`src/sv/scc_pkg.sv`:
```
// package: constants, codes and transaction types of the snooping cache controller
`default_nettype none
package scc_pkg;
  localparam int SET_IDX_W = 6;
  localparam int WAYS     = 4;
  localparam int OFF_W    = 6;
  localparam int NUM_SETS = 1 << SET_IDX_W;
  localparam int TAG_W    = 32 - SET_IDX_W;
  localparam int WAY_W    = (WAYS > 1) ? $clog2(WAYS) : 1;
  localparam int RANK_W   = WAY_W;
  localparam int SET_AW   = (NUM_SETS > 1) ? $clog2(NUM_SETS) : 1;
  localparam int QDEPTH   = 2;

  localparam logic [1:0] OP_PRD   = 2'd0;
  localparam logic [1:0] OP_PWR   = 2'd1;
  localparam logic [1:0] OP_BUSRD = 2'd2;
  localparam logic [1:0] OP_BUSRDX = 2'd3;

  localparam logic [1:0] ST_I = 2'd0;
  localparam logic [1:0] ST_S = 2'd1;
  localparam logic [1:0] ST_E = 2'd2;
  localparam logic [1:0] ST_M = 2'd3;

  localparam logic [1:0] CMD_NONE   = 2'd0;
  localparam logic [1:0] CMD_BUSRD  = 2'd1;
  localparam logic [1:0] CMD_BUSRDX = 2'd2;
  localparam logic [1:0] CMD_FLUSH  = 2'd3;

  localparam logic REG_MODE = 1'b0;

  typedef struct packed {
    logic [1:0]  opcode;
    logic [31:0] address;
    logic        others_have_copy;
  } in_t;

  typedef struct packed {
    logic        last;
    logic [1:0]  bus_command;
    logic [31:0] bus_block_address;
    logic        assert_shared;
    logic        hit;
    logic [31:0] read_count;
    logic [31:0] write_count;
    logic [31:0] read_miss_count;
    logic [31:0] write_miss_count;
    logic [31:0] invalidation_count;
    logic [31:0] writeback_count;
  } out_t;

  typedef struct packed {
    logic [1:0]  op;
    logic [31:0] blk;
    logic        others;
  } req_t;
endpackage
`default_nettype wire

```
`src/sv/scc_front.sv`:
```
// front end: accepts transactions, forms the block address, queues requests
`default_nettype none
module scc_front (
  input  wire logic          clk,
  input  wire logic          rst_n,
  input  wire logic          in_valid,
  output logic               in_stall,
  input  wire scc_pkg::in_t  in_data,
  output logic               q_valid,
  output scc_pkg::req_t      q_data,
  input  wire logic          q_pop
);
  scc_pkg::req_t buf_r [scc_pkg::QDEPTH];
  logic [0:0] wp_r, rp_r;
  logic [1:0] cnt_r;
  logic       push;
  scc_pkg::req_t req;

  always_comb begin
    req.op     = in_data.opcode;
    req.others = in_data.others_have_copy;
    if (in_data.opcode == scc_pkg::OP_PRD || in_data.opcode == scc_pkg::OP_PWR) begin
      req.blk = in_data.address >> scc_pkg::OFF_W;
    end else begin
      req.blk = in_data.address;
    end
  end

  assign in_stall = (cnt_r == 2'(scc_pkg::QDEPTH));
  assign push     = in_valid && !in_stall;
  assign q_valid  = (cnt_r != 2'd0);
  assign q_data   = buf_r[rp_r];

  always_ff @(posedge clk) begin
    if (push) begin
      buf_r[wp_r] <= req;
    end
    if (!rst_n) begin
      wp_r  <= 1'b0;
      rp_r  <= 1'b0;
      cnt_r <= 2'd0;
    end else begin
      if (push) begin
        wp_r <= wp_r + 1'b1;
      end
      if (q_pop) begin
        rp_r <= rp_r + 1'b1;
      end
      cnt_r <= cnt_r + {1'b0, push} - {1'b0, q_pop};
    end
  end
endmodule
`default_nettype wire

```
`config.mk`:
```
export PLATFORM = sky130hd
export DESIGN_NAME = scc_front
export DESIGN_NICKNAME = d
export VERILOG_FILES = /design/src/sv/scc_pkg.sv /design/src/sv/scc_front.sv
export SDC_FILE = /design/constraint.sdc
export NUM_CORES = 1
export LEC_CHECK = 0
export BUFFER_PORTS_ARGS = -buffer_cell sky130_fd_sc_hd__buf_2
export CORE_ASPECT_RATIO = 0.75
export CORE_MARGIN = 8
export CORE_UTILIZATION = 35
export CTS_CLUSTER_SIZE = 28
export DETAILED_ROUTE_END_ITERATION = 8
export HOLD_SLACK_MARGIN = 0.02
export PLACE_DENSITY = 0.53
export REMOVE_ABC_BUFFERS = 1
export SLEW_MARGIN = 20
export SYNTH_ARGS = -nofsm -noshare
export SYNTH_HDL_FRONTEND = slang
export SYNTH_SLANG_ARGS = --single-unit
```
`constraint.sdc`:
```
create_clock -name clk -period 2.65 [get_ports clk]
set_input_delay 0.265 -clock clk [delete_from_list [all_inputs] [get_ports clk]]
set_output_delay 0.265 -clock clk [all_outputs]
set_load 0.02 [all_outputs]
```
==> summary.txt, run 1 <==
outcome - completed
Final ANT Viol Nets - 0
WS Path Type - reg2out
Finished Core Util - 0.438
CP top delay family - flip-flops
Tmin final - 2.09 ns
startpoint types - flip-flop
top cells by area, synth - edfxtp_1 62%, mux2_4 24%, dfxtp_1 3.0%
Power Density - 789 mW/mm^2
f_max - 478 MHz
CP Capture Point - q_data[25]
net switching power figure - 0.000807 W
Initial Util - 0.355
vias in the first global route - 1899
die outline height - 101 um
RSZ-0062 raised after global routing - false
Leakage - 1.72 nW
TritonCTS clock tree - done
postcts setup bufs - 0
Num CTS Buffers - 9
drt total wl - 6330 um
DP Wirelength - 4480 um
total grt overflow - 0
Remaining DRCs - 0
Clock Power Share - 0.349
CP required - 2.38 ns
area leader, netlist - edfxtp_1
Ports - 76
Worst Skew - 0.00471 ns
Syn Inst Count - 171
hold crit path type - in2reg
Final Wtd Congestion - 0.686
post-synthesis register bit count - 75
Critical path buffers and inverters - 2
wire length per cell - 16.1 um
Slew headroom - 0.623
sequential area share after synthesis - 0.653
Max-cap violations - 0
share of layout cells above drive strength 1 - 0.604
Setup crit end kind - output port
r2r endpoint - buf_r[0][4]
Ys Warns - 0
synthesized cell area - 0.00337 sq mm
fin. max-slew vios - 0
post-route setup slack - 0.560 ns
mean area per synthesized cell - 19.7 sq um
Via density - 4.28
Net count, final - 296
Pre-Repair DR Iteration Count - 4
combinational share of power - 0.193
Flop pwr share - 0.458
arrival time worst endpoint - 1.83 ns
post-cts resize count - 0
Power, Total - 0.00328 W
clock slew at reported path FFs - 0.05 ns
Area Growth Syn to Fin - 23.2%
cts hold-fix bufs - 0
die footprint - 0.0131 sq mm
final cycle utilization of the critical path - 0.789
critical path's largest stage delay - 0.65 ns
CP Cell Sequence - buf_4, mux2_4, buf_2
sw frac - 0.246
min-delay src - in_data[33]
# diodes - 0
Max Root-Sink Buffers - 2
pin count of the biggest net entering global routing - 20
Peak VDD IR - 0.000308 V
Die X - 129 um
R2R setup slack - 1.01 ns
FF-to-FF Start - cnt_r[0]
FP Rows - 31
1st-iter DRT viols - 88
Via Count - 1676
clk sinks - 75
initial antenna violation count - 0
total core area - 0.00950 sq mm
Worst-Margin Slew - 0.564 ns
crit-path max FO - 16
Clock Tree Root - clkbuf_16
first-pass GRT wire length - 9900 um
logic depth of the worst path, buffers included - 3
setup TNS - 0 ns
Worst-Skew Late Latency - 0.32 ns
final hold vios - 0
critical path's slowest cell - dfxtp_2
worst slack, placed - 0.851 ns
port bufs - 75
post-synth top area share - 0.623
Worst R2R Path Depth - 4
synth unique cells - 18
cell-internal power - 0.00247 W
all-layer global routing usage - 0.101
Setup violations, final - 0
# H-tree levels - 3
==> power groups by stage <==
stage / Combinational (W) / Sequential (W) / Clock (W)
after global placement: 0.000645 / 0.00152 / 0
after global routing: 0.000687 / 0.00152 / 0.00122
after detailed placement: 0.000647 / 0.00153 / 0
after CTS: 0.000649 / 0.00150 / 0.00118
final: 0.000633 / 0.00150 / 0.00115
after floorplan: 0.000412 / 0.00153 / 0
==> stage by stage <==
| stage | hold slack (ns) | cells | area (sq um) |
|---|---|---|---|
| after global placement | 0.454 | 376 | 3880 |
| after detailed placement | 0.466 | 376 | 3880 |
| after global routing | 0.126 | 392 | 4160 |
| after floorplan | 0.364 | 163 | 3260 |
| after CTS | 0.130 | 392 | 4160 |
| final | 0.137 | 392 | 4160 |
==> how the worst min path moves through the flow <==
stage	end	slack, ns	depth (start not counted)
2_1_floorplan	buf_r[0][0]	0.36	0
3_3_place_gp	buf_r[1][33]	0.45	1
3_5_place_dp	buf_r[0][33]	0.47	1
4_1_cts	buf_r[0][33]	0.13	1
5_1_grt	buf_r[0][33]	0.13	1
6_report	buf_r[0][33]	0.14	1
==> placed cells by master, fill, tap and decap left out, drive strengths merged, types with 3 or more instances in the layout <==
| cell | n |
|---|---|
| buf | 81 |
| clkbuf | 13 |
| edfxtp | 70 |
| nor2 | 4 |
| dfxtp | 5 |
| and2 | 8 |
| mux2 | 61 |
| inv | 3 |
==> kinds of logic (layout without fill, tap and decap cells) <==
kind of cell	count (synthesis)	after routing	share of synthesized area
DFF	75	75	0.653
muxes	62	62	0.267
and+or+nand+nor	19	19	0.0304
buffers and inverters	11	100	0.0378
adders and majority gates	2	2	0.00741
xor gates and xnor gates	2	2	0.00519
==> cells in the mapped netlist, drive strengths merged <==
master,number
nand2b,2
inv,3
nor2,4
mux2i,1
edfxtp,70
ha,2
xnor2,1
nand2,2
xor2,1
and2,8
buf,8
dfxtp,5
nor3,1
and3,1
mux2,61
or2,1
==> sequential cells by signal, indices dropped and copies added (netlist names), named ones only <==
| signal | count |
|---|---|
| buf_r | 70 |
| cnt_r | 2 |
| rp_r | 1 |
| wp_r | 1 |
==> layout make-up <==
class / instances / area, sq um
clock buffer: 13 / 240
clock inverter: 3 / 38.8
fill: 876 / 5350
inverter: 3 / 11.3
multi-input combinational: 85 / 1050
sequential: 75 / 2200
tap: 132 / 165
timing repair buffer: 81 / 445
==> per-layer routing <==
| layer | vias up | routed length [um] | track usage |
|---|---|---|---|
| li1 | 811 | - | - |
| met1 | 797 | 2990 | 0.127 |
| met2 | 59 | 2670 | 0.150 |
| met3 | 9 | 603 | 0.0523 |
| met4 | 0 | 60 | 0.0270 |
| met5 | - | 0 | 0 |
==> worst register-to-register path: stages, from the launching register on <==
cell and delay, ns:
dfxtp_1 0.34, nand2b_1 0.14, nand2_1 0.14, nor2_4 0.47
buf_12 0.25
(Power assumes the default switching activity.)
==> inputs of run 2 (changes only) <==
Settings changed: ABC_AREA from default to 1, PLACE_DENSITY 0.53 to 0.55.
Clock period 2.65 ns to 1.75 ns, I/O delays scaled along.
==> run 2 against run 1 <==
Against the previous run:
- wire length up 2.4%
- synthesized cell count up 31%
- largest cell class unchanged
- global-route usage up 0.71 points
- via count up 14%
- clock skew down 0.0015 ns
- combinational power up 25%
- utilization up 1.2 points
- die area down 2.6%
==> summary.txt, run 2 <==
biggest regs - buf_r (70), cnt_r (2)
startpoint types - flip-flop
Num CTS Buffers - 9
port bufs - 75
Ports - 76
setup TNS - 0 ns
critical path's slowest cell - dfxtp_4
initial antenna violation count - 0
first-pass GRT wire length - 10400 um
final cell count without fillers - 440
cell with the most instances after synthesis - edfxtp_1
die footprint - 0.0127 sq mm
area leader, netlist - edfxtp_1
post-synthesis register bit count - 75
Peak VDD IR - 0.000723 V
fin. max-slew vios - 0
WS Path Type - reg2out
total core area - 0.00908 sq mm
most frequent cells in the layout - 75 x buf_2, 70 x edfxtp_1, 30 x mux2_4, 28 x nand2_1, 26 x inv_1
top cells by area, synth - edfxtp_1 64%, mux2_4 14%, nand2_1 3.2%
Commonest cells post-synth - 70 x edfxtp_1, 30 x mux2_4, 28 x nand2_1
Final Cell Area - 0.00408 sq mm
Worst-Margin Slew - 0.322 ns
FP Rows - 30
synth unique cells - 16
clock slew at reported path FFs - 0.05 ns
Area Growth Syn to Fin - 24.8%
final cycle utilization of the critical path - 0.960
Setup violations, final - 0
post-route setup slack - 0.0704 ns
R2R setup slack - 0.22 ns
total grt overflow - 0
worst slack, placed - 0.206 ns
postcts setup bufs - 0
r2r endpoint - cnt_r[1]
Leakage - 1.74 nW
min-delay src - in_data[0]
Pre-Repair DR Iteration Count - 4
clk sinks - 75
Worst Skew - 0.00324 ns
Clock Tree Root - clkbuf_16
Power Density - 1160 mW/mm^2
Via Count - 1906
hold slack - 0.0387 ns
crit-path max FO - 21
TritonCTS clock tree - done
Final Wtd Congestion - 0.687
Syn Inst Count - 224
Worst-Skew Late Latency - 0.33 ns
arrival time worst endpoint - 1.50 ns
max reg flops - 70
Hold Path Stages - 1
Via density - 4.33
Post-synth ARST share - 0
# diodes - 0
Initial Util - 0.360
pin count of the biggest net entering global routing - 45
post-synth top area share - 0.642
CP top delay family - flip-flops
Max Root-Sink Buffers - 2
CP required - 1.57 ns
Die X - 128 um
Remaining DRCs - 0
wire length per cell - 14.7 um
Max-cap violations - 0
Worst R2R Path Depth - 10
Critical path buffers and inverters - 2
RSZ-0062 raised after global routing - false
1st-iter DRT viols - 88
Tmin final - 1.68 ns
share of layout cells above drive strength 1 - 0.423
Post-synth EDFFs - 70
critical path's largest stage delay - 0.42 ns
DP Cell Count - 424
Setup crit end kind - output port
f_max - 595 MHz
Net count, final - 348
commonest non-fill, non-tap cell in the layout - buf_2
CP Cell Sequence - buf_12, mux2_2, buf_2
drt total wl - 6480 um
hold endpoint - buf_r[1][0]
Ys Warns - 0
largest reg by FF count - buf_r
placement-stage cell area - 0.00380 sq mm
Slew headroom - 0.785
outcome - completed
DP Wirelength - 4630 um
final hold vios - 0
synthesized cell area - 0.00327 sq mm
Final ANT Viol Nets - 0
Synth Flop Type - edfxtp_1
hold crit path type - in2reg
die outline height - 99.7 um
sequential area share after synthesis - 0.673
mean area per synthesized cell - 14.6 sq um
# H-tree levels - 3
FF-to-FF Start - cnt_r[0]
all-layer global routing usage - 0.108
vias in the first global route - 2121
## run 2: cell count changes after synthesis, sizes merged, moves of 8 or more
cell | previous run | this run
nand2 | 2 | 28
mux2 | 61 | 37
inv | 3 | 26
a21oi | 0 | 14
nor2 | 4 | 18
o21ai | 0 | 12
and2 | 8 | 0
## run 2: cell type report
class | count | area [sq um]
fill | 864 | 5000
clock buffer | 13 | 240
sequential | 75 | 2210
tap | 128 | 160
timing repair buffer | 82 | 465
multi-input combinational | 113 | 875
clock inverter | 3 | 38.8
inverter | 26 | 97.6
## run 2: per-stage QoR
step / power, W / util
3_3_place_gp: 0.00305 / 0.418
5_1_grt: 0.00495 / 0.449
2_1_floorplan: 0.00275 / -
6_report: 0.00473 / 0.449
3_5_place_dp: 0.00306 / 0.418
4_1_cts: 0.00482 / 0.449
## run 2: power by group
| part | internal [W] | leakage [nW] | switching (W) |
|---|---|---|---|
| combinational | 0.000334 | 0.910 | 0.000455 |
| clock | 0.00110 | 0.135 | 0.000633 |
| sequential | 0.00216 | 0.697 | 0.0000490 |
| total | 0.00359 | 1.74 | 0.00114 |
## run 2: worst max path at each step
stage          slack (ns)      start  cells past startpoint           to
3_3_place_gp         0.27   cnt_r[0]                     10     cnt_r[1]
6_report             0.07  flip-flop                      3   q_data[22]
2_1_floorplan       -0.69   cnt_r[0]                      4  buf_r[0][0]
5_1_grt             0.008  flip-flop                      3   q_data[22]
3_5_place_dp         0.21   cnt_r[0]                     10     cnt_r[1]
4_1_cts              0.04  flip-flop                      3   q_data[22]
## run 2: cell families after synthesis
kind of cell | after synthesis | synth area share
adders and majority gates | 2 | 0.00765
and+or+nand+nor | 48 | 0.0558
muxes | 37 | 0.162
AOI/OAI and AO/OA | 26 | 0.0398
buffers and inverters | 36 | 0.0619
DFF | 75 | 0.673
## run 2: metal layers
| layer | track usage | up-vias | wire, um | share of wire |
|---|---|---|---|---|
| met2 | 0.172 | 58 | 2920 | 0.45 |
| met5 | 0 | - | 0 | 0 |
| met4 | 0.0464 | 0 | 63 | 0.0097 |
| met3 | 0.0534 | 6 | 562 | 0.087 |
| met1 | 0.122 | 892 | 2940 | 0.45 |
| li1 | - | 950 | - | - |
## run 2: worst register-to-register path, cell delays in order (launching register included)
cell and delay (ns):
dfxtp_1 0.33, inv_1 0.05, nand2_1 0.11, nand2_1 0.12, ha_1 0.29, inv_1 0.04, ha_1 0.18, inv_1 0.05
nand2_1 0.05, a21oi_1 0.14, nor2_1 0.06
## run 2: what timing repair did
item	4_1_cts	5_1_grt
hold buffers	0	0
endpoints found under the setup margin	5	0
gates resized for setup	1	0
==> inputs of run 3 (changes only) <==
Settings changed: BUFFER_PORTS_ARGS -buffer_cell sky130_fd_sc_hd__buf_2 to -buffer_cell sky130_fd_sc_hd__buf_4.
==> run 3 against run 2 <==
Against the previous run:
- clock skew is 0.0014 ns higher
- utilization is 2.5 points higher
- cell area is 5.5% higher
- combinational power is 11% higher
- setup slack better by 0.022 ns
- first-iteration DRC count is 24% higher
==> summary.txt, run 3 (synthesis results as in run 2) <==
CP most frequent cell - buf_4
Worst-Margin Slew - 0.438 ns
# fillers - 820
Worst Skew - 0.00459 ns
Final Cell Area - 0.00431 sq mm
initial antenna violation count - 0
Net count, final - 348
final hold vios - 0
post-route setup slack - 0.0922 ns
clock slew at reported path FFs - 0.06 ns
DP Wirelength - 4340 um
Setup violations, final - 0
WS Path Type - reg2out
final cycle utilization of the critical path - 0.947
outcome - completed
commonest non-fill, non-tap cell in the layout - buf_4
CP Cell Sequence - buf_4, mux2_2, buf_4
post-cts resize count - 0
Final ANT Viol Nets - 0
net switching power figure - 0.00115 W
Clock Power Share - 0.397
# diodes - 0
Num CTS Buffers - 9
drt total wl - 6240 um
placement-stage cell area - 0.00398 sq mm
Multi-input gate area - 875 sq um
Flop pwr share - 0.431
Peak VDD IR - 0.000531 V
Clock Tree Root - clkbuf_16
Die X - 128 um
CP required - 1.57 ns
pin count of the biggest net entering global routing - 47
most frequent cells in the layout - 80 x buf_4, 70 x edfxtp_1, 30 x mux2_4, 28 x nand2_1, 26 x inv_1
register area - 0.00220 sq mm
f_max - 603 MHz
Worst-Skew Late Latency - 0.32 ns
Setup crit end kind - output port
Slew headroom - 0.708
Via density - 4.31
critical path's slowest cell - mux2_2
Final Wtd Congestion - 0.661
critical path's largest stage delay - 0.38 ns
cell-internal power - 0.00396 W
wire length per cell - 14.2 um
Tmin final - 1.66 ns
Power Density - 1190 mW/mm^2
Ports - 76
fin. max-slew vios - 0
cts hold-fix bufs - 0
die outline height - 99.7 um
Area Growth Syn to Fin - 31.7%
1st-iter DRT viols - 109
biggest regs - buf_r (70), cnt_r (2)
max reg flops - 70
Max Root-Sink Buffers - 2
hold crit path type - in2reg
sw frac - 0.226
Pre-Repair DR Iteration Count - 4
port bufs - 75
FP Rows - 30
Remaining DRCs - 0
vias in the first global route - 1958
TritonCTS clock tree - done
all-layer global routing usage - 0.0988
hold slack - 0.0415 ns
RSZ-0062 raised after global routing - false
postcts setup bufs - 0
die footprint - 0.0127 sq mm
total core area - 0.00908 sq mm
# H-tree levels - 3
combinational share of power - 0.172
clk sinks - 75
worst slack, placed - 0.217 ns
first-pass GRT wire length - 9640 um
arrival time worst endpoint - 1.48 ns
setup TNS - 0 ns
total grt overflow - 0
Leakage - 1.83 nW
crit-path max FO - 14
Max-cap violations - 0
Initial Util - 0.360
startpoint types - flip-flop
largest reg by FF count - buf_r
Via Count - 1897
share of layout cells above drive strength 1 - 0.433
## run 3: cell types whose count changed in the layout (fill, tap and decap cells not counted)
| cell | previous run | this run |
|---|---|---|
| clkbuf_1 | 4 | 1 |
| bufinv_16 | 1 | 3 |
| buf_2 | 75 | 0 |
| dfxtp_2 | 0 | 1 |
| buf_4 | 4 | 80 |
| clkinv_2 | 1 | 2 |
| dfxtp_4 | 1 | 0 |
| buf_12 | 3 | 2 |
## run 3: worst paths after layout
path / start / to / slack [ns] / cells after the start
setup / recovery: flip-flop / q_data[24] / 0.09 / 3
hold / removal: in_data[0] / buf_r[1][0] / 0.04 / 1
setup reg to reg: cnt_r[0] / cnt_r[1] / 0.21 / 10
hold reg to reg: rp_r / flip-flop / 0.50 / 2
## run 3: final cells by class
class                   instances  area share
repair buffers                 82       0.149
inverters                      26      0.0226
well taps                     128      0.0372
multi-input cells             113       0.203
clock buffers                  10      0.0531
clock inverters                 6      0.0241
flip-flops and latches         75       0.511
## run 3: per-layer routing
layer  track usage  routed length (um)  up-vias
met5             0                   0        -
met4        0.0355                  45        0
met3        0.0492                 527        4
met2         0.156                2840       57
met1         0.114                2820      884
li1              -                   -      952
## run 3: metrics by stage
step	power [W]	instances	utilization
floorplan	0.00275	214	-
global placement	0.00313	424	0.438
detailed placement	0.00314	424	0.438
CTS	0.00519	440	0.474
global route	0.00531	440	0.474
finish	0.00511	440	0.474
## run 3: critical path, delay by kind of cell, from the launching register on
family,cells,cell delay (ns)
buffers and inverters,2,0.44
flip-flops,1,0.35
multiplexers,1,0.38
## run 3: power by group through the flow
| stage | logic, W | registers (W) | clock network (W) |
|---|---|---|---|
| finish | 0.000878 | 0.00220 | 0.00203 |
| global route | 0.000953 | 0.00222 | 0.00214 |
| CTS | 0.000898 | 0.00221 | 0.00208 |
| detailed placement | 0.000895 | 0.00224 | 0 |
| global placement | 0.000891 | 0.00224 | 0 |
| floorplan | 0.000489 | 0.00226 | 0 |
